$ cat src/rtl/dsw_pkg.sv
`timescale 1ns / 1ps
// ============================================================================
// dsw_pkg: shared constants and types for the dice sum way counter
// Sizes of the dice-by-sum table, field widths, and the request structs
// that pass between the sequencer, the row memory and the add/sub unit.
// ============================================================================
package dsw_pkg;

    localparam int MAX_DICE  = 16;
    localparam int MAX_SUM   = 256;
    localparam int ROW_LEN   = MAX_SUM + 1;
    localparam int MEM_DEPTH = 2 * ROW_LEN;
    localparam int MEM_AW    = $clog2(MEM_DEPTH);
    localparam int COL_W     = $clog2(MAX_SUM + 1);
    localparam int ROW_W     = $clog2(MAX_DICE + 1);

    localparam int FACES_W = 9;
    localparam int DICE_W  = 5;
    localparam int SUM_W   = 9;
    localparam int WAYS_W  = 64;

    // Common width for range checks between fields and table indexes.
    localparam int CMP_W = 16;

    typedef logic [WAYS_W-1:0] t_ways;
    typedef logic [MEM_AW-1:0] t_addr;

    typedef struct packed {
        logic  we;
        t_addr waddr;
        t_ways wdata;
        logic  re;
        t_addr raddr_a;
        t_addr raddr_b;
    } t_mem_req;

    typedef struct packed {
        t_ways a;
        t_ways b;
        logic  sub;
    } t_alu_req;

    typedef struct packed {
        logic  valid;
        t_ways ways;
    } t_res;

endpackage

$ cat src/rtl/dsw_addsub.sv
`timescale 1ns / 1ps
// ============================================================================
// dsw_addsub: shared 64-bit adder/subtractor
// Adds or subtracts modulo 2^64; the sequencer uses it twice per cell from the row index on.
// ============================================================================
module dsw_addsub (
    input  dsw_pkg::t_alu_req i_req,
    output dsw_pkg::t_ways    o_y
);

    always_comb begin
        if (i_req.sub) begin
            o_y = i_req.a - i_req.b;
        end else begin
            o_y = i_req.a + i_req.b;
        end
    end

endmodule

$ cat config.mk
export PLATFORM = sky130hd
export DESIGN_NAME = dsw_addsub
export DESIGN_NICKNAME = d
export VERILOG_FILES = /design/src/rtl/dsw_pkg.sv /design/src/rtl/dsw_addsub.sv
export SDC_FILE = /design/constraint.sdc
export NUM_CORES = 1
export LEC_CHECK = 0
export BUFFER_PORTS_ARGS = -buffer_cell sky130_fd_sc_hd__buf_2
export CAP_MARGIN = 20
export CORE_ASPECT_RATIO = 1.5
export CORE_MARGIN = 2
export CORE_UTILIZATION = 40
export DETAILED_ROUTE_END_ITERATION = 8
export GPL_ROUTABILITY_DRIVEN = 0
export PLACE_DENSITY = 0.66
export SKIP_LAST_GASP = 1
export SLEW_MARGIN = 20
export SYNTH_ARGS = -nofsm -noshare
export SYNTH_HDL_FRONTEND = slang
export SYNTH_SLANG_ARGS = --single-unit
$ cat constraint.sdc
create_clock -name vclk -period 10.03
set_clock_uncertainty 0.05 [all_clocks]
set_input_delay 0.5015 -clock vclk [all_inputs]
set_output_delay 0.5015 -clock vclk [all_outputs]
set_load 0.05 [all_outputs]
==> results.json <==
{
  "hold_class": "in -> out",
  "syn_inst": 800,
  "synthesis.area_sq_um": 5200,
  "track_usage_pct": 25.1,
  "worstSetupStartpointType": "input port",
  "synthAdderAreaFrac_pct": 15.8,
  "combPwrFrac_pct": 100.0,
  "power.internal_mw": 0.256,
  "mappedNetlistNets": 994,
  "cp.arrival_ns": 5.63,
  "worst_pin_slew_ns": 0.772,
  "grt_max_degree": 64,
  "synth_xor_area_share_pct": 20.7,
  "nNetsFinal": 1159,
  "fin_setup_tns_ns": 0,
  "grt_pass1_vias": 6337,
  "seq_area_sq_um": 0,
  "fin_area_sq_um": 6250,
  "drc": 0,
  "synthSimpleGateAreaFrac_pct": 26.8,
  "hold_buffers": 0,
  "die_height_microns": 144,
  "fin_crit_sh_pct": 61.6,
  "placed_cells_incl_taps": 1122,
  "ys_types": 59,
  "swShare_pct": 71.2,
  "die_x_microns": 97.1,
  "vdd_drop_max_mv": 0.0881,
  "postCtsResizedCells": 0,
  "outcome": "completed",
  "stdcell_count": 1122,
  "hold_depth": 4,
  "synth_seq_area_share_pct": 0,
  "via_per_inst": 5.83,
  "synth_commonest_cells": "a21oi_1 (100), xnor2_1 (92), nor2_1 (85)",
  "cp_max_fo": 8,
  "nFillCells": 1391,
  "synthMostInstantiatedCell": "a21oi_1",
  "p_per_area_nw_per_um2": 142,
  "p_leak_nw": 2.83,
  "hold_viol": 0,
  "antenna_left": 0,
  "ys_warn_count": 0,
  "hpwl_microns": 16500,
  "layout-drive-gt1-share_pct": 21.5,
  "grt_antenna_before_repair": 0,
  "pwr-share-clk_pct": 0,
  "maxSlewHeadroom_pct": 48.1,
  "holdWs_ns": 1.42,
  "wl_per_cell_microns": 16.8,
  "numSequentialCells": 0,
  "finalMaxSlewViolations": 0,
  "wirelength_microns": 18900,
  "synth_top_family_by_area": "compound AO/OA/AOI/OAI gates",
  "cp.required_ns": 9.48,
  "final_util_pct": 48.8,
  "start_util_pct": 40.6,
  "grt_pass1_wl_microns": 29300,
  "path_class": "in -> out",
  "end_kind": "output port",
  "min_from": "i_req[1]",
  "synthMuxAreaShare_pct": 0.385,
  "seqPwrFrac_pct": 0,
  "core_region_area_sq_um": 12800,
  "post-cts-setup-buffer-count": 0,
  "yosys.area.top_type_share_pct": 15.5,
  "io_buffers": 193,
  "die-area_sq_um": 14000,
  "postPlaceCellArea_sq_um": 6250,
  "setup_viol": 0,
  "area_growth_pct": 20.2,
  "period_minus_slack_ns": 6.18,
  "synth_compound_area_share_pct": 31.5,
  "whs_endpoint": "o_y[0]",
  "ys_top_cells_by_area": "xnor2_1 (15%), ha_1 (15%), a21oi_1 (9.6%), nor2_1 (6.1%), xor2_1 (5.2%)",
  "first_iter_violations": 265,
  "vias": 6539,
  "max_clock_freq_mhz": 162,
  "avgSynthCellArea_sq_um": 6.50,
  "antenna_cells": 0,
  "grt_overflow": 0,
  "rsz0062_at_grt": "false",
  "first_pass_iters": 5,
  "cap_violations": 0,
  "multiInputGateArea_sq_um": 4950,
  "netSwitchingPower_mw": 0.633,
  "ioPinCount": 193,
  "synth_area_leader_cell": "xnor2_1",
  "nClkBuffers": 0,
  "row_count": 51
}
per-layer routing:
metal | global-route usage (%) | share of wire, % | vias up
li1 | - | - | 3259
met1 | 27.1 | 38 | 2941
met2 | 48.3 | 51 | 275
met3 | 2.29 | 5.5 | 64
met4 | 12.5 | 5.6 | 0
met5 | 0 | 0 | -
logic make-up (layout without fill, tap and decap cells):
kind of cell	count (synthesis)	count (layout)
AO/OA/AOI/OAI	259	259
XOR/XNOR	123	123
buffers and inverters	65	228
adder cells (fa/ha/maj)	65	65
AND/OR/NAND/NOR	286	286
multiplexers	2	2
worst max-delay path by stage:
stage | slack (ns) | from | to
after floorplan | 3.22 | i_req[16] | o_y[62]
after global placement | 4.16 | i_req[16] | o_y[63]
after detailed placement | 3.96 | i_req[16] | o_y[63]
after CTS | 3.96 | i_req[16] | o_y[63]
after global routing | 3.52 | i_req[16] | o_y[63]
final | 3.85 | i_req[16] | o_y[63]
layout by cell type (no fill, tap or decap), types with 3 or more instances in the layout:
cell / n
nor3b_1: 5
and3_1: 6
and2_1: 10
inv_1: 33
o211ai_1: 11
nor2b_1: 5
nand4_1: 18
o21ai_0: 39
or3_1: 9
nand2_1: 70
nand2b_1: 8
a41oi_1: 5
a31oi_1: 21
buf_2: 193
xor2_1: 31
a2111oi_0: 3
or2_2: 3
a211oi_1: 3
nor2_1: 85
nor4_1: 13
xnor2_1: 92
o21a_1: 12
nor3_1: 29
o21bai_1: 13
ha_1: 64
a21o_1: 25
o31a_1: 3
a21oi_1: 100
o31ai_1: 4
nand3_1: 15
o41ai_1: 3
critical path, stage by stage:
cell	delay, ns
buf_2	0.12
or4_4	0.57
nor4_4	0.21
nor3b_1	0.42
and2_1	0.38
nor2_1	0.09
xnor2_1	0.16
ha_1	0.32
a21o_1	0.21
a2111oi_0	0.39
o31ai_1	0.15
a211o_1	0.31
a31oi_1	0.40
o211ai_1	0.23
a21oi_1	0.42
o221ai_1	0.24
xnor2_1	0.21
buf_2	0.28
final cells by class:
type,instances,area share [%]
inverters,33,1.98
multi-input cells,735,79.2
well taps,159,3.18
repair buffers,195,15.7
stage by stage:
stage               power, mW  setup WS, ns
global route            0.946          3.52
floorplan               0.674          3.22
detailed placement      0.883          3.96
CTS                     0.886          3.96
finish                  0.888          3.85
global placement        0.885          4.16
power groups by stage:
stage / logic (mW) / registers (mW) / clock network, mW
after floorplan: 0.674 / 0 / 0
after global placement: 0.885 / 0 / 0
after detailed placement: 0.883 / 0 / 0
after CTS: 0.886 / 0 / 0
after global routing: 0.946 / 0 / 0
final: 0.888 / 0 / 0
Power figures use the tool's default switching activity.
