**src/rtl/dsw_pkg.sv**
```systemverilog
`timescale 1ns / 1ps
// ============================================================================
// dsw_pkg: shared constants and types for the dice sum way counter
// Sizes of the dice-by-sum table, field widths, and the request structs
// that pass between the sequencer, the row memory and the add/sub unit.
// ============================================================================
package dsw_pkg;

    localparam int MAX_DICE  = 16;
    localparam int MAX_SUM   = 256;
    localparam int ROW_LEN   = MAX_SUM + 1;
    localparam int MEM_DEPTH = 2 * ROW_LEN;
    localparam int MEM_AW    = $clog2(MEM_DEPTH);
    localparam int COL_W     = $clog2(MAX_SUM + 1);
    localparam int ROW_W     = $clog2(MAX_DICE + 1);

    localparam int FACES_W = 9;
    localparam int DICE_W  = 5;
    localparam int SUM_W   = 9;
    localparam int WAYS_W  = 64;

    // Common width for range checks between fields and table indexes.
    localparam int CMP_W = 16;

    typedef logic [WAYS_W-1:0] t_ways;
    typedef logic [MEM_AW-1:0] t_addr;

    typedef struct packed {
        logic  we;
        t_addr waddr;
        t_ways wdata;
        logic  re;
        t_addr raddr_a;
        t_addr raddr_b;
    } t_mem_req;

    typedef struct packed {
        t_ways a;
        t_ways b;
        logic  sub;
    } t_alu_req;

    typedef struct packed {
        logic  valid;
        t_ways ways;
    } t_res;

endpackage

```
**src/rtl/dsw_seq.sv**
```systemverilog
`timescale 1ns / 1ps
// ============================================================================
// dsw_seq: cell sequencer for the dice sum way counter
// Walks the table row by row, reading the row above, driving the shared
// add/sub unit and writing each cell into the other row buffer.
// ============================================================================
module dsw_seq (
    input  logic                          i_clk,
    input  logic                          i_rst_n,
    input  logic                          i_valid,
    output logic                          o_ready,
    input  logic [dsw_pkg::FACES_W-1:0]   i_faces,
    input  logic [dsw_pkg::DICE_W-1:0]    i_dice,
    input  logic [dsw_pkg::SUM_W-1:0]     i_target_sum,
    output dsw_pkg::t_mem_req             o_mem,
    input  dsw_pkg::t_ways                i_rd_a,
    input  dsw_pkg::t_ways                i_rd_b,
    output dsw_pkg::t_alu_req             o_alu,
    input  dsw_pkg::t_ways                i_alu_y,
    output dsw_pkg::t_res                 o_res,
    input  logic                          i_res_take
);

    typedef enum logic [2:0] {
        S_IDLE,
        S_INIT,
        S_RD,
        S_ADD,
        S_SUB,
        S_DONE
    } t_state;

    t_state                           r_state;
    logic [dsw_pkg::FACES_W-1:0]      r_faces;
    logic [dsw_pkg::ROW_W-1:0]        r_dice;
    logic [dsw_pkg::COL_W-1:0]        r_target;
    logic [dsw_pkg::ROW_W-1:0]        r_row;
    logic [dsw_pkg::COL_W-1:0]        r_col;
    logic                             r_cur;
    logic                             r_use_sub;
    dsw_pkg::t_ways                   r_left;
    dsw_pkg::t_ways                   r_acc;

    logic                             accept;
    logic                             refused;
    logic                             col_last;
    logic                             row_last;
    logic                             col_below_row;
    logic                             window_full;
    logic [dsw_pkg::CMP_W-1:0]        back_col;
    dsw_pkg::t_ways                   init_val;

    function automatic dsw_pkg::t_addr row_addr(input logic bank,
                                                input logic [dsw_pkg::COL_W-1:0] col);
        dsw_pkg::t_addr base;
        base = bank ? dsw_pkg::MEM_AW'(dsw_pkg::ROW_LEN) : '0;
        return base + dsw_pkg::MEM_AW'(col);
    endfunction

    assign o_ready = (r_state == S_IDLE);
    assign accept  = i_valid && o_ready;
    assign refused = (dsw_pkg::CMP_W'(i_dice) > dsw_pkg::CMP_W'(dsw_pkg::MAX_DICE)) ||
                     (dsw_pkg::CMP_W'(i_target_sum) > dsw_pkg::CMP_W'(dsw_pkg::MAX_SUM));

    assign col_last      = (r_col == r_target);
    assign row_last      = (r_row == r_dice);
    assign col_below_row = dsw_pkg::CMP_W'(r_col) < dsw_pkg::CMP_W'(r_row);
    assign window_full   = dsw_pkg::CMP_W'(r_col) > dsw_pkg::CMP_W'(r_faces);
    assign back_col      = dsw_pkg::CMP_W'(r_col) - dsw_pkg::CMP_W'(r_faces) -
                           dsw_pkg::CMP_W'(1);
    assign init_val      = (r_col == '0) ? dsw_pkg::t_ways'(1) : '0;

    // Memory and add/sub requests follow the phase of the current cell.
    always_comb begin
        o_mem         = '0;
        o_mem.raddr_a = row_addr(r_cur, r_col - dsw_pkg::COL_W'(1));
        o_mem.raddr_b = o_mem.raddr_a;
        if (window_full) begin
            o_mem.raddr_b = row_addr(r_cur, dsw_pkg::COL_W'(back_col));
        end
        o_alu = '0;
        case (r_state)
            S_INIT: begin
                o_mem.we    = 1'b1;
                o_mem.waddr = row_addr(r_cur, r_col);
                o_mem.wdata = init_val;
            end
            S_RD: begin
                o_mem.we    = col_below_row;
                o_mem.waddr = row_addr(~r_cur, r_col);
                o_mem.re    = !col_below_row;
            end
            S_ADD: begin
                o_alu.a = r_left;
                o_alu.b = i_rd_a;
            end
            S_SUB: begin
                o_alu.a     = r_acc;
                o_alu.b     = r_use_sub ? i_rd_b : '0;
                o_alu.sub   = 1'b1;
                o_mem.we    = 1'b1;
                o_mem.waddr = row_addr(~r_cur, r_col);
                o_mem.wdata = i_alu_y;
            end
            default: begin
            end
        endcase
    end

    always_ff @(posedge i_clk) begin
        if (!i_rst_n) begin
            r_state <= S_IDLE;
            r_row   <= '0;
            r_col   <= '0;
            r_cur   <= 1'b0;
        end else begin
            case (r_state)
                S_IDLE: begin
                    if (accept) begin
                        r_faces  <= i_faces;
                        r_dice   <= dsw_pkg::ROW_W'(i_dice);
                        r_target <= dsw_pkg::COL_W'(i_target_sum);
                        r_row    <= '0;
                        r_col    <= '0;
                        r_cur    <= 1'b0;
                        if (refused) begin
                            r_left  <= '0;
                            r_state <= S_DONE;
                        end else begin
                            r_state <= S_INIT;
                        end
                    end
                end
                S_INIT: begin
                    r_left <= init_val;
                    if (col_last) begin
                        r_col <= '0;
                        if (r_dice == '0) begin
                            r_state <= S_DONE;
                        end else begin
                            r_row   <= dsw_pkg::ROW_W'(1);
                            r_state <= S_RD;
                        end
                    end else begin
                        r_col <= r_col + dsw_pkg::COL_W'(1);
                    end
                end
                S_RD: begin
                    r_use_sub <= window_full;
                    if (col_below_row) begin
                        r_left <= '0;
                        if (col_last) begin
                            r_col <= '0;
                            r_cur <= ~r_cur;
                            if (row_last) begin
                                r_state <= S_DONE;
                            end else begin
                                r_row <= r_row + dsw_pkg::ROW_W'(1);
                            end
                        end else begin
                            r_col <= r_col + dsw_pkg::COL_W'(1);
                        end
                    end else begin
                        r_state <= S_ADD;
                    end
                end
                S_ADD: begin
                    r_acc   <= i_alu_y;
                    r_state <= S_SUB;
                end
                S_SUB: begin
                    r_left  <= i_alu_y;
                    r_state <= S_RD;
                    if (col_last) begin
                        r_col <= '0;
                        r_cur <= ~r_cur;
                        if (row_last) begin
                            r_state <= S_DONE;
                        end else begin
                            r_row <= r_row + dsw_pkg::ROW_W'(1);
                        end
                    end else begin
                        r_col <= r_col + dsw_pkg::COL_W'(1);
                    end
                end
                S_DONE: begin
                    if (i_res_take) begin
                        r_state <= S_IDLE;
                    end
                end
                default: begin
                    r_state <= S_IDLE;
                end
            endcase
        end
    end

    // The last cell written is the one at the target sum in the final row.
    assign o_res.valid = (r_state == S_DONE);
    assign o_res.ways  = r_left;

    a_col_in_range: assert property (@(posedge i_clk) disable iff (!i_rst_n)
        (r_state == S_INIT || r_state == S_RD || r_state == S_ADD || r_state == S_SUB)
        |-> (r_col <= r_target))
        else $error("column index ran past the target sum");

    a_row_in_range: assert property (@(posedge i_clk) disable iff (!i_rst_n)
        (r_state == S_RD || r_state == S_ADD || r_state == S_SUB)
        |-> (r_row != '0 && r_row <= r_dice))
        else $error("row index out of range");

    a_write_other_bank: assert property (@(posedge i_clk) disable iff (!i_rst_n)
        (r_state == S_SUB && !r_cur)
        |-> (o_mem.waddr >= dsw_pkg::MEM_AW'(dsw_pkg::ROW_LEN)))
        else $error("cell written into the row being read");

    a_refused_zero: assert property (@(posedge i_clk) disable iff (!i_rst_n)
        (accept && refused) |=> (r_state == S_DONE && r_left == '0))
        else $error("out-of-range query did not return zero");

    a_add_after_read: assert property (@(posedge i_clk) disable iff (!i_rst_n)
        (r_state == S_ADD) |-> ($past(r_state) == S_RD && $past(o_mem.re)))
        else $error("add phase without a preceding row read");

endmodule

```
**config.mk**
```make
export PLATFORM = sky130hd
export DESIGN_NAME = dsw_seq
export DESIGN_NICKNAME = d
export VERILOG_FILES = /design/src/rtl/dsw_pkg.sv /design/src/rtl/dsw_seq.sv
export SDC_FILE = /design/constraint.sdc
export NUM_CORES = 1
export LEC_CHECK = 0
export ABC_CLOCK_PERIOD_IN_PS = 20700
export BUFFER_PORTS_ARGS = -buffer_cell sky130_fd_sc_hd__buf_2
export CAP_MARGIN = 10
export CORE_AREA = 5 5 194 196
export CTS_BUF_LIST = sky130_fd_sc_hd__clkbuf_2
export DETAILED_ROUTE_END_ITERATION = 7
export DIE_AREA = 0 0 199 201
export PLACE_DENSITY = 0.53
export RECOVER_POWER = 50
export SETUP_SLACK_MARGIN = 0.4
export SYNTH_ARGS = -nofsm -noshare
export SYNTH_HDL_FRONTEND = slang
export SYNTH_SLANG_ARGS = --single-unit
```
**constraint.sdc**
```tcl
create_clock -name i_clk -period 20.7 [get_ports i_clk]
set_input_delay 2.07 -clock i_clk [delete_from_list [all_inputs] [get_ports i_clk]]
set_output_delay 2.07 -clock i_clk [all_outputs]
set_load 0.005 [all_outputs]
```
==> results of run 1 <==
==> sequential cells by signal, summed over array words and instances (netlist names) <==
| register | count |
|---|---|
| r_row | 5 |
| r_use_sub | 1 |
| r_state | 3 |
| r_col | 9 |
| r_dice | 5 |
| r_faces | 9 |
| r_cur | 1 |
| r_target | 9 |
| r_left | 64 |
| r_acc | 64 |
==> metrics by stage <==
stage               cell area (um2)  utilization, %
detailed placement            12300           34.24
finish                        12510           34.85
global placement              12300           34.24
floorplan                      9329               -
global route                  12510           34.84
CTS                           12610           35.12
==> layout make-up <==
class                      instances  area [um2]  share of cell area [%]
sequential                       170        4925                   39.35
multi-input combinational        557        4039                   32.27
timing repair buffer             521        2544                   20.33
tap                              468       585.6                   4.679
clock inverter                    15       230.2                   1.840
inverter                          25       93.84                  0.7499
clock buffer                      17       85.08                  0.6799
antenna                            5       12.51                 0.09998
==> worst register-to-register path, delay by kind of cell, from the launching register on <==
family,cells,cell delay [ns]
AND/OR/NAND/NOR,1,1.58
flip-flops,1,1.11
AO/OA/AOI/OAI,2,0.80
buffers and inverters,2,2.51
==> metal layers <==
metal | track usage (%) | vias to the layer above | part of all wire (%)
met2 | 40.19 | 422 | 50
met3 | 6.579 | 76 | 8.1
li1 | - | 4142 | -
met4 | 10.48 | 8 | 4.5
met1 | 26.02 | 4471 | 37
met5 | 0 | - | 0.12
==> logic make-up after synthesis <==
group	share of synthesized area [%]
muxes	0.5901
adders and majority gates	4.238
buffers and inverters	4.185
xor gates and xnor gates	4.319
and+or+nand+nor	13.94
DFF	52.79
AOI/OAI and AO/OA	19.94
==> where the power goes <==
group	leakage [nW]	internal [mW]	switching [mW]
Clock	0.180	0.0758	0.141
Sequential	1.57	0.423	0.0351
Combinational	4.00	0.140	0.236
==> synthesized netlist by cell type (2+ instances only) <==
cell / instances
a211oi_1: 7
a21o_1: 2
a21oi_1: 28
a221oi_1: 2
a22o_1: 130
a22oi_1: 2
a31oi_1: 9
and2_1: 4
and3_1: 69
buf_1: 7
buf_2: 9
clkbuf_1: 57
dfxtp_1: 18
edfxtp_1: 152
ha_1: 30
inv_1: 25
mux2_2: 4
nand2_1: 40
nand2b_1: 6
nand3_1: 17
nand4_1: 10
nor2_1: 40
nor2b_1: 8
nor3_1: 13
nor3b_1: 3
nor4_1: 8
nor4b_1: 2
o211a_1: 3
o211ai_1: 4
o21a_1: 2
o21ai_0: 18
o22ai_1: 5
o31ai_1: 5
o32ai_1: 2
or3_1: 6
or4_1: 6
or4_4: 2
xnor2_1: 27
xor2_1: 19
==> path summary, 6_finish.rpt <==
check,from,endpoint,slack [ns],depth (start not counted)
worst min register to register,r_row[4],r_row[4],0.55,2
worst min-delay path,r_row[4],r_row[4],0.55,2
worst max-delay path,r_state[2],o_alu[74],11.86,5
worst max register to register,r_state[2],r_state[2],14.66,5
==> results.py, run 1 <==
metrics = {
    "status": {
        "status": "finished with violations",
        "violations": "max-capacitance violations, max-slew violations",
    },
    "synth": {
        "avgSynthCellArea_um2": 11.29,
        "synth_area_leaders": "edfxtp_1 49%, a22o_1 12%, and3_1 4.6%",
        "synth.cell_area_um2": 9329,
        "postSynthRegisterBits": 170,
        "synth_ff_type": "edfxtp_1",
        "seq_area_frac_synth_pct": 52.79,
        "synth_warnings": 0,
        "async_flop_share_pct": 0,
        "yosysTopAreaCell": "edfxtp_1",
        "synth-edff-count": 152,
        "synth_fp_nets": 1076,
        "ys_types": 64,
        "netlist_instances": 826,
        "synth_top_area_share_pct": 48.93,
    },
    "power_and_ir_drop": {
        "finalPower_mw": 1.051,
        "power_density_nw_per_um2": 83.96,
        "peakVddDrop_mv": 0.03851,
        "cellLeakagePower_nw": 5.750,
    },
    "detailed_routing": {
        "viasPerCell": 5.129,
        "dr.first_iter.drc_count": 546,
        "vias": 9119,
        "routed_wirelength_mm": 48.95,
        "firstDrtPassIters": 5,
        "detail-route-antenna-nets": 0,
        "wl_per_cell_um": 27.53,
        "drc": 0,
    },
    "clock_tree": {
        "ctsHoldBuffers": 0,
        "post-cts-setup-buffer-count": 0,
        "numCtsBuffers": 17,
        "clkTransAtPathRegs_ns": 0.33,
        "clk_latency_ns": 0.79,
        "cts.repair.resized": 0,
        "cts-root-buf": "clkbuf_2",
        "clock_sinks": 170,
        "htreeDepth": 4,
        "cts_buffer_depth": 2,
        "cts_tree": "built",
    },
    "worst_hold_path": {
        "hold_path_class": "reg -> reg",
    },
    "die": {
        "core_um2": 35910,
        "ios": 510,
        "die_w_um": 199,
        "die_h_um": 201,
        "start_util_pct": 25.98,
        "dieArea_um2": 40000,
        "rows": 70,
    },
    "timing": {
        "tightest_slew_ns": 3.972,
        "rsz0062_at_grt": "false",
        "setup_ws_ns": 11.86,
        "hold_ws_ns": 0.5456,
        "clock.fmax_mhz": 113.1,
        "finalCritPeriodShare_pct": 42.72,
        "finalSetupViolCount": 0,
        "slew_violations": 200,
        "clock_skew_ns": 0.07021,
        "slew_headroom_pct": -164.8,
        "hold_viol_final": 0,
        "min_period_ns": 8.842,
        "fin_setup_tns_ns": 0,
    },
    "final_layout": {
        "drive_gt1_share_pct": 38.16,
        "layout_commonest_cell": "buf_2",
        "most-common-layout-cells": "443 x buf_2, 152 x edfxtp_1, 130 x a22o_1, 69 x clkbuf_1, 68 x and3_1",
        "num-nets-final": 1542,
        "fillers": 3699,
        "final_cell_count_no_fill": 1778,
        "area_growth_pct": 34.15,
    },
    "worst_setup_path": {
        "cp_top_family": "buffers and inverters",
        "crit_path_max_incr_delay_ns": 2.25,
        "cp-end-kind": "output port",
        "cp.required_ns": 18.63,
        "cp_slowest_cell": "clkbuf_1",
        "crit_buf_inv": 3,
        "crit_arrival_ns": 6.77,
        "path_max_fanout": 57,
        "critPathLaunchType": "flop",
        "path_cells": "inv_1 > nor3_1 > clkbuf_1 > a22o_1 > buf_2",
        "critPathKind": "reg -> out",
    },
    "grt": {
        "grt_pass1_wl_mm": 66.28,
        "antenna_found_initial": 13,
        "grt_overflow": 0,
        "grtUsageTotal_pct": 23.08,
        "grt_pass1_vias": 9077,
        "grt_max_degree": 82,
    },
    "place": {
        "routabilityCongestion": 0.9102,
        "hpwl_mm": 39.13,
        "portBuffers": 509,
        "dp_slack_ns": 15.37,
        "place_inst": 1741,
    },
    "flow_run": {
        "drv_cap": 4,
    },
}
Power figures use the tool's default switching activity.
==> run 2: changes to the inputs <==
ABC_CLOCK_PERIOD_IN_PS = 8500   (was 20700)
clock period = 8.5 ns   (was 20.7 ns; I/O delays follow)
==> run 2 against run 1 <==
Net effect: the run still ends with max-capacitance violations, max-slew violations left; routed wire length fell by 4.9%; sequential power rose by 140%; first-iteration DRC count increased by 7.5%; hold slack lost 0.31 ns; combinational power up 140%; clock-buffer cell count rose by 1; global-route usage decreased by 1.2 points; critical path depth up 1; critical endpoint is now o_alu[44]; highest routed layer unchanged.
==> results.py, run 2 (synthesis results as in run 1) <==
metrics = {
    "power_and_ir_drop": {
        "clockPowerShare_pct": 17.7,
        "power_density_nw_per_um2": 197.8,
        "cellLeakagePower_nw": 5.671,
        "switching_share_pct": 40.45,
        "internal-power_mw": 1.465,
        "finalPower_mw": 2.460,
        "switchingPower_uw": 995.1,
        "p_seq_share_pct": 45.1,
        "peakVddDrop_mv": 0.08859,
        "p_comb_share_pct": 37.2,
    },
    "timing": {
        "hold_ws_ns": 0.2362,
        "fin_setup_tns_ns": 0,
        "clock.fmax_mhz": 167.5,
        "clock_skew_ns": 0.06349,
        "slew_headroom_pct": -170.3,
        "finalSetupViolCount": 0,
        "slew_violations": 130,
        "rsz0062_at_grt": "false",
        "tightest_slew_ns": 4.054,
        "setup_ws_ns": 2.531,
        "finalCritPeriodShare_pct": 70.22,
        "hold_viol_final": 0,
        "min_period_ns": 5.969,
    },
    "final_layout": {
        "final_cell_count_no_fill": 1778,
        "most-common-layout-cells": "428 x buf_2, 152 x edfxtp_1, 130 x a22o_1, 83 x clkbuf_1, 68 x and3_1",
        "reg.largest.list": "r_acc (64), r_left (64)",
        "num-nets-final": 1542,
        "area_growth_pct": 33.28,
        "drive_gt1_share_pct": 37.16,
        "layout_commonest_cell": "buf_2",
        "final_area_um2": 12430,
        "final_core_util_pct": 34.62,
    },
    "worst_hold_path": {
        "min_path_cells": 1,
        "hp-start": "i_alu_y[57]",
        "hold_path_class": "in -> reg",
    },
    "grt": {
        "grt_overflow": 0,
        "grt_max_degree": 82,
        "gr-max-usage-layer": "met2",
        "grt_use_met2_pct": 38.55,
        "grtUsageTotal_pct": 21.86,
        "antenna_found_initial": 10,
        "met1_usage_pct": 24.74,
        "grt_pass1_vias": 8722,
        "grt_pass1_wl_mm": 62.96,
        "use_met3_pct": 7.553,
    },
    "worst_setup_path": {
        "path_max_fanout": 64,
        "cp-end-kind": "output port",
        "path_cells": "nor2_4 > clkbuf_1 > and3_2 > buf_4 > a22o_1 > buf_2",
        "cp.required_ns": 7.65,
        "reg2reg_depth": 3,
        "crit_arrival_ns": 5.12,
        "cp_top_family": "buffers and inverters",
        "crit_buf_inv": 3,
        "cp_slowest_cell": "clkbuf_1",
        "critPathLaunch": "r_state[1]",
        "critPathKind": "reg -> out",
        "timing.rr.start": "r_state[1]",
        "crit_path_max_incr_delay_ns": 2.09,
        "crit_cells": 6,
        "critPathLaunchType": "flop",
    },
    "clock_tree": {
        "cts_buffer_depth": 2,
        "clkTransAtPathRegs_ns": 0.31,
        "cts-root-buf": "clkbuf_2",
        "ctsHoldBuffers": 0,
        "cts_tree": "built",
        "clock_sinks": 170,
        "numCtsBuffers": 17,
        "clk_latency_ns": 0.77,
        "post-cts-setup-buffer-count": 0,
        "htreeDepth": 4,
        "cts.repair.resized": 0,
    },
    "detailed_routing": {
        "vias": 9030,
        "drc": 0,
        "routed_wirelength_mm": 46.57,
        "wl_per_cell_um": 26.19,
        "detail-route-antenna-nets": 0,
        "viasPerCell": 5.079,
        "firstDrtPassIters": 5,
        "dr.first_iter.drc_count": 587,
    },
    "die": {
        "ios": 510,
        "start_util_pct": 25.98,
        "rows": 70,
        "die_h_um": 201,
        "dieArea_um2": 40000,
        "core_um2": 35910,
        "die_w_um": 199,
    },
    "place": {
        "portBuffers": 509,
        "place_inst": 1741,
        "routabilityCongestion": 0.8947,
        "placed_area_um2": 12300,
        "dp_slack_ns": 4.104,
        "hpwl_mm": 36.93,
    },
    "flow_run": {
        "drv_cap": 2,
    },
    "status": {
        "status": "finished with violations",
        "violations": "max-capacitance violations, max-slew violations",
    },
}
[run 2: cell types whose count changed in the layout (fill, tap and decap cells not counted), moves of 2 or more]
cell        delta
clkinvlp_4     +2
bufinv_16      -3
clkbuf_1      +14
buf_2         -15
clkinv_4       +2
[run 2: worst register-to-register path: cells and delay by family (launching register included)]
kind	cells	cell delay (ns)
buf+inv	1	2.88
flops	1	0.78
simple gates	2	0.41
[run 2: path summary, 6_finish.rpt]
kind	endpoint	slack, ns
setup / recovery	o_alu[44]	2.53
hold / removal	r_acc[57]	0.24
setup reg to reg	r_acc[6]	3.91
hold reg to reg	r_row[4]	0.56
[run 2: power groups by stage]
| stage | Clock [mW] | Sequential [mW] | Combinational [mW] |
|---|---|---|---|
| detailed placement | 0 | 1.13 | 0.940 |
| global placement | 0 | 1.12 | 0.943 |
| CTS | 0.454 | 1.11 | 0.944 |
| finish | 0.436 | 1.11 | 0.915 |
| floorplan | 0 | 1.10 | 0.483 |
| global route | 0.485 | 1.12 | 0.989 |
[run 2: cell type report]
class	instances	area, um2
tap	468	585.6
clock buffer	18	90.09
timing repair buffer	521	2525
multi-input combinational	557	4044
fill	3764	23480
antenna	5	12.51
inverter	25	93.84
clock inverter	14	157.7
sequential	170	4925
[run 2: layer usage]
metal | vias to the layer above | share of wire, %
met5 | - | 0.12
met2 | 449 | 51
li1 | 4142 | -
met4 | 8 | 2.6
met3 | 49 | 10
met1 | 4382 | 36
==> run 3: changes to the inputs <==
ABC_CLOCK_PERIOD_IN_PS = 5000   (was 8500)
CORE_AREA = 5 5 195 197   (was 5 5 194 196)
DIE_AREA = 0 0 200 202   (was 0 0 199 201)
PLACE_DENSITY = 0.54   (was 0.53)
clock period = 5 ns   (was 8.5 ns; I/O delays follow)
==> run 3 against run 2 <==
Net effect: the run still ends with max-capacitance violations, max-slew violations left; sequential power up 71%; register-to-register slack worse by 2.6 ns; clock-buffer cell count unchanged; critical path depth is 2 lower; critical path type unchanged; critical endpoint is now o_mem[65]; largest cell class unchanged; largest power group unchanged.
==> results.py, run 3 (synthesis results as in run 1) <==
metrics = {
    "die": {
        "dieArea_um2": 40400,
        "die_h_um": 202,
        "ios": 510,
        "start_util_pct": 25.85,
        "core_um2": 36080,
        "rows": 70,
        "die_w_um": 200,
    },
    "place": {
        "portBuffers": 509,
        "routabilityCongestion": 0.8774,
        "hpwl_mm": 38.11,
        "placed_area_um2": 12350,
    },
    "grt": {
        "antenna_found_initial": 9,
        "grt_max_degree": 62,
        "grt_pass1_wl_mm": 65.27,
        "grt_pass1_vias": 9320,
        "grtUsageTotal_pct": 22.33,
        "grt_overflow": 0,
    },
    "clock_tree": {
        "clock_sinks": 170,
        "cts-root-buf": "clkbuf_2",
        "cts_buffer_depth": 2,
        "numCtsBuffers": 17,
        "htreeDepth": 4,
        "cts_tree": "built",
        "clkTransAtPathRegs_ns": 0.29,
        "clk_latency_ns": 0.81,
        "post-cts-setup-buffer-count": 0,
    },
    "flow_run": {
        "drv_cap": 3,
    },
    "status": {
        "violations": "max-capacitance violations, max-slew violations",
        "status": "finished with violations",
    },
    "final_layout": {
        "reg.largest.list": "r_acc (64), r_left (64)",
        "num-nets-final": 1633,
        "seq_area_um2": 4936,
        "drive_gt1_share_pct": 33.09,
        "final_area_um2": 13340,
        "most-common-layout-cells": "399 x buf_2, 152 x edfxtp_1, 130 x a22o_1, 114 x clkbuf_1, 89 x dlygate4sd3_1",
        "layout_commonest_cell": "buf_2",
        "final_core_util_pct": 36.98,
        "area_growth_pct": 43.03,
        "multiInputGateArea_um2": 4043,
        "fillers": 3696,
    },
    "worst_setup_path": {
        "crit_buf_inv": 2,
        "timing.rr.start": "r_col[4]",
        "path_max_fanout": 45,
        "cp-end-kind": "output port",
        "crit_path_max_incr_delay_ns": 1.57,
        "crit_arrival_ns": 4.09,
        "cp.required_ns": 4.50,
        "r2r_end": "r_left[39]",
        "critPathLaunchType": "flop",
        "cp_top_family": "buffers and inverters",
        "path_cells": "nor2_4 > clkbuf_1 > and3_1 > buf_2",
        "r2r_slack_ns": 1.36,
        "cp_slowest_cell": "clkbuf_1",
        "reg2reg_depth": 7,
        "critPathKind": "reg -> out",
    },
    "detailed_routing": {
        "dr.first_iter.drc_count": 713,
        "routed_wirelength_mm": 47.93,
        "drc": 0,
        "vias": 9424,
        "wl_per_cell_um": 25.64,
        "viasPerCell": 5.042,
        "detail-route-antenna-nets": 0,
        "firstDrtPassIters": 5,
    },
    "power_and_ir_drop": {
        "power_density_nw_per_um2": 321.8,
        "cellLeakagePower_nw": 5.972,
        "peakVddDrop_mv": 0.1558,
    },
    "timing": {
        "clock.fmax_mhz": 218.0,
        "tightest_slew_ns": 2.312,
        "min_period_ns": 4.588,
        "slew_headroom_pct": -54.12,
        "fin_setup_tns_ns": 0,
        "rsz0062_at_grt": "false",
        "finalSetupViolCount": 0,
        "hold_ws_ns": 0.2169,
        "clock_skew_ns": 0.04905,
        "finalCritPeriodShare_pct": 91.75,
        "slew_violations": 112,
        "hold_viol_final": 0,
    },
    "worst_hold_path": {
        "min_path_cells": 5,
        "hold_path_class": "in -> reg",
        "hold_end": "r_state[0]",
        "hp-start": "i_valid",
    },
}
-- run 3: changes by cell type in the layout (fill, tap and decap cells not counted), moves of 2 or more --
cell | previous run | this run
inv_8 | 3 | 5
dfxtp_1 | 18 | 13
buf_2 | 428 | 399
buf_12 | 0 | 3
buf_4 | 9 | 7
dlygate4sd3_1 | 0 | 89
clkbuf_1 | 83 | 114
dfxtp_4 | 0 | 2
dfxtp_2 | 0 | 3
-- run 3: per-stage QoR --
stage          total power [mW]  worst slack (ns)  instances
5_1_grt                   4.526            0.2514       1869
3_3_place_gp              3.553             1.437       1743
2_1_floorplan             2.693             1.167        826
6_report                  4.293            0.4125       1869
4_1_cts                   4.382            0.5169       1864
3_5_place_dp              3.553             1.309       1743
-- run 3: repair_timing --
action	4_1_cts	5_1_grt
endpoints found under the setup margin	3	3
resized for setup	2	6
gates cloned	0	0
hold endpoints to repair	150	0
hold buffers	89	0
-- run 3: final cells by class --
class,instances,share of cell area (%)
inverters,25,0.7033
flip-flops and latches,170,36.99
diodes,5,0.09377
clock inverters,14,1.153
multi-input cells,557,30.30
clock buffers,18,0.6752
repair buffers,612,25.69
well taps,468,4.389
-- run 3: power by group --
group	leakage [nW]	internal [mW]	switching, mW
registers	1.57	1.75	0.146
clock network	0.139	0.166	0.592
logic	4.26	0.626	1.01
total	5.97	2.54	1.75
-- run 3: worst max-delay path by stage --
stage	startpoint	endpoint	slack, ns	cells past startpoint
3_5_place_dp	r_col[1]	o_mem[9]	1.31	12
2_1_floorplan	r_row[2]	r_left[0]	1.17	9
3_3_place_gp	r_col[0]	o_mem[9]	1.44	13
6_report	r_state[1]	o_mem[65]	0.41	4
5_1_grt	r_state[1]	o_mem[65]	0.25	4
4_1_cts	r_col[4]	o_mem[8]	0.52	8
-- run 3: per-layer routing --
layer	up-vias	GRT usage, %	part of all wire (%)
met5	-	0	0.056
met4	4	8.515	3.8
met3	66	8.868	11
met2	463	39.10	50
met1	4569	24.04	35
li1	4322	-	-
-- run 3: tightest hold or removal path, delay by kind of cell --
family          cells  cell delay [ns]
compound gates      3             0.23
buf+inv             1             0.12
simple gates        1             0.16
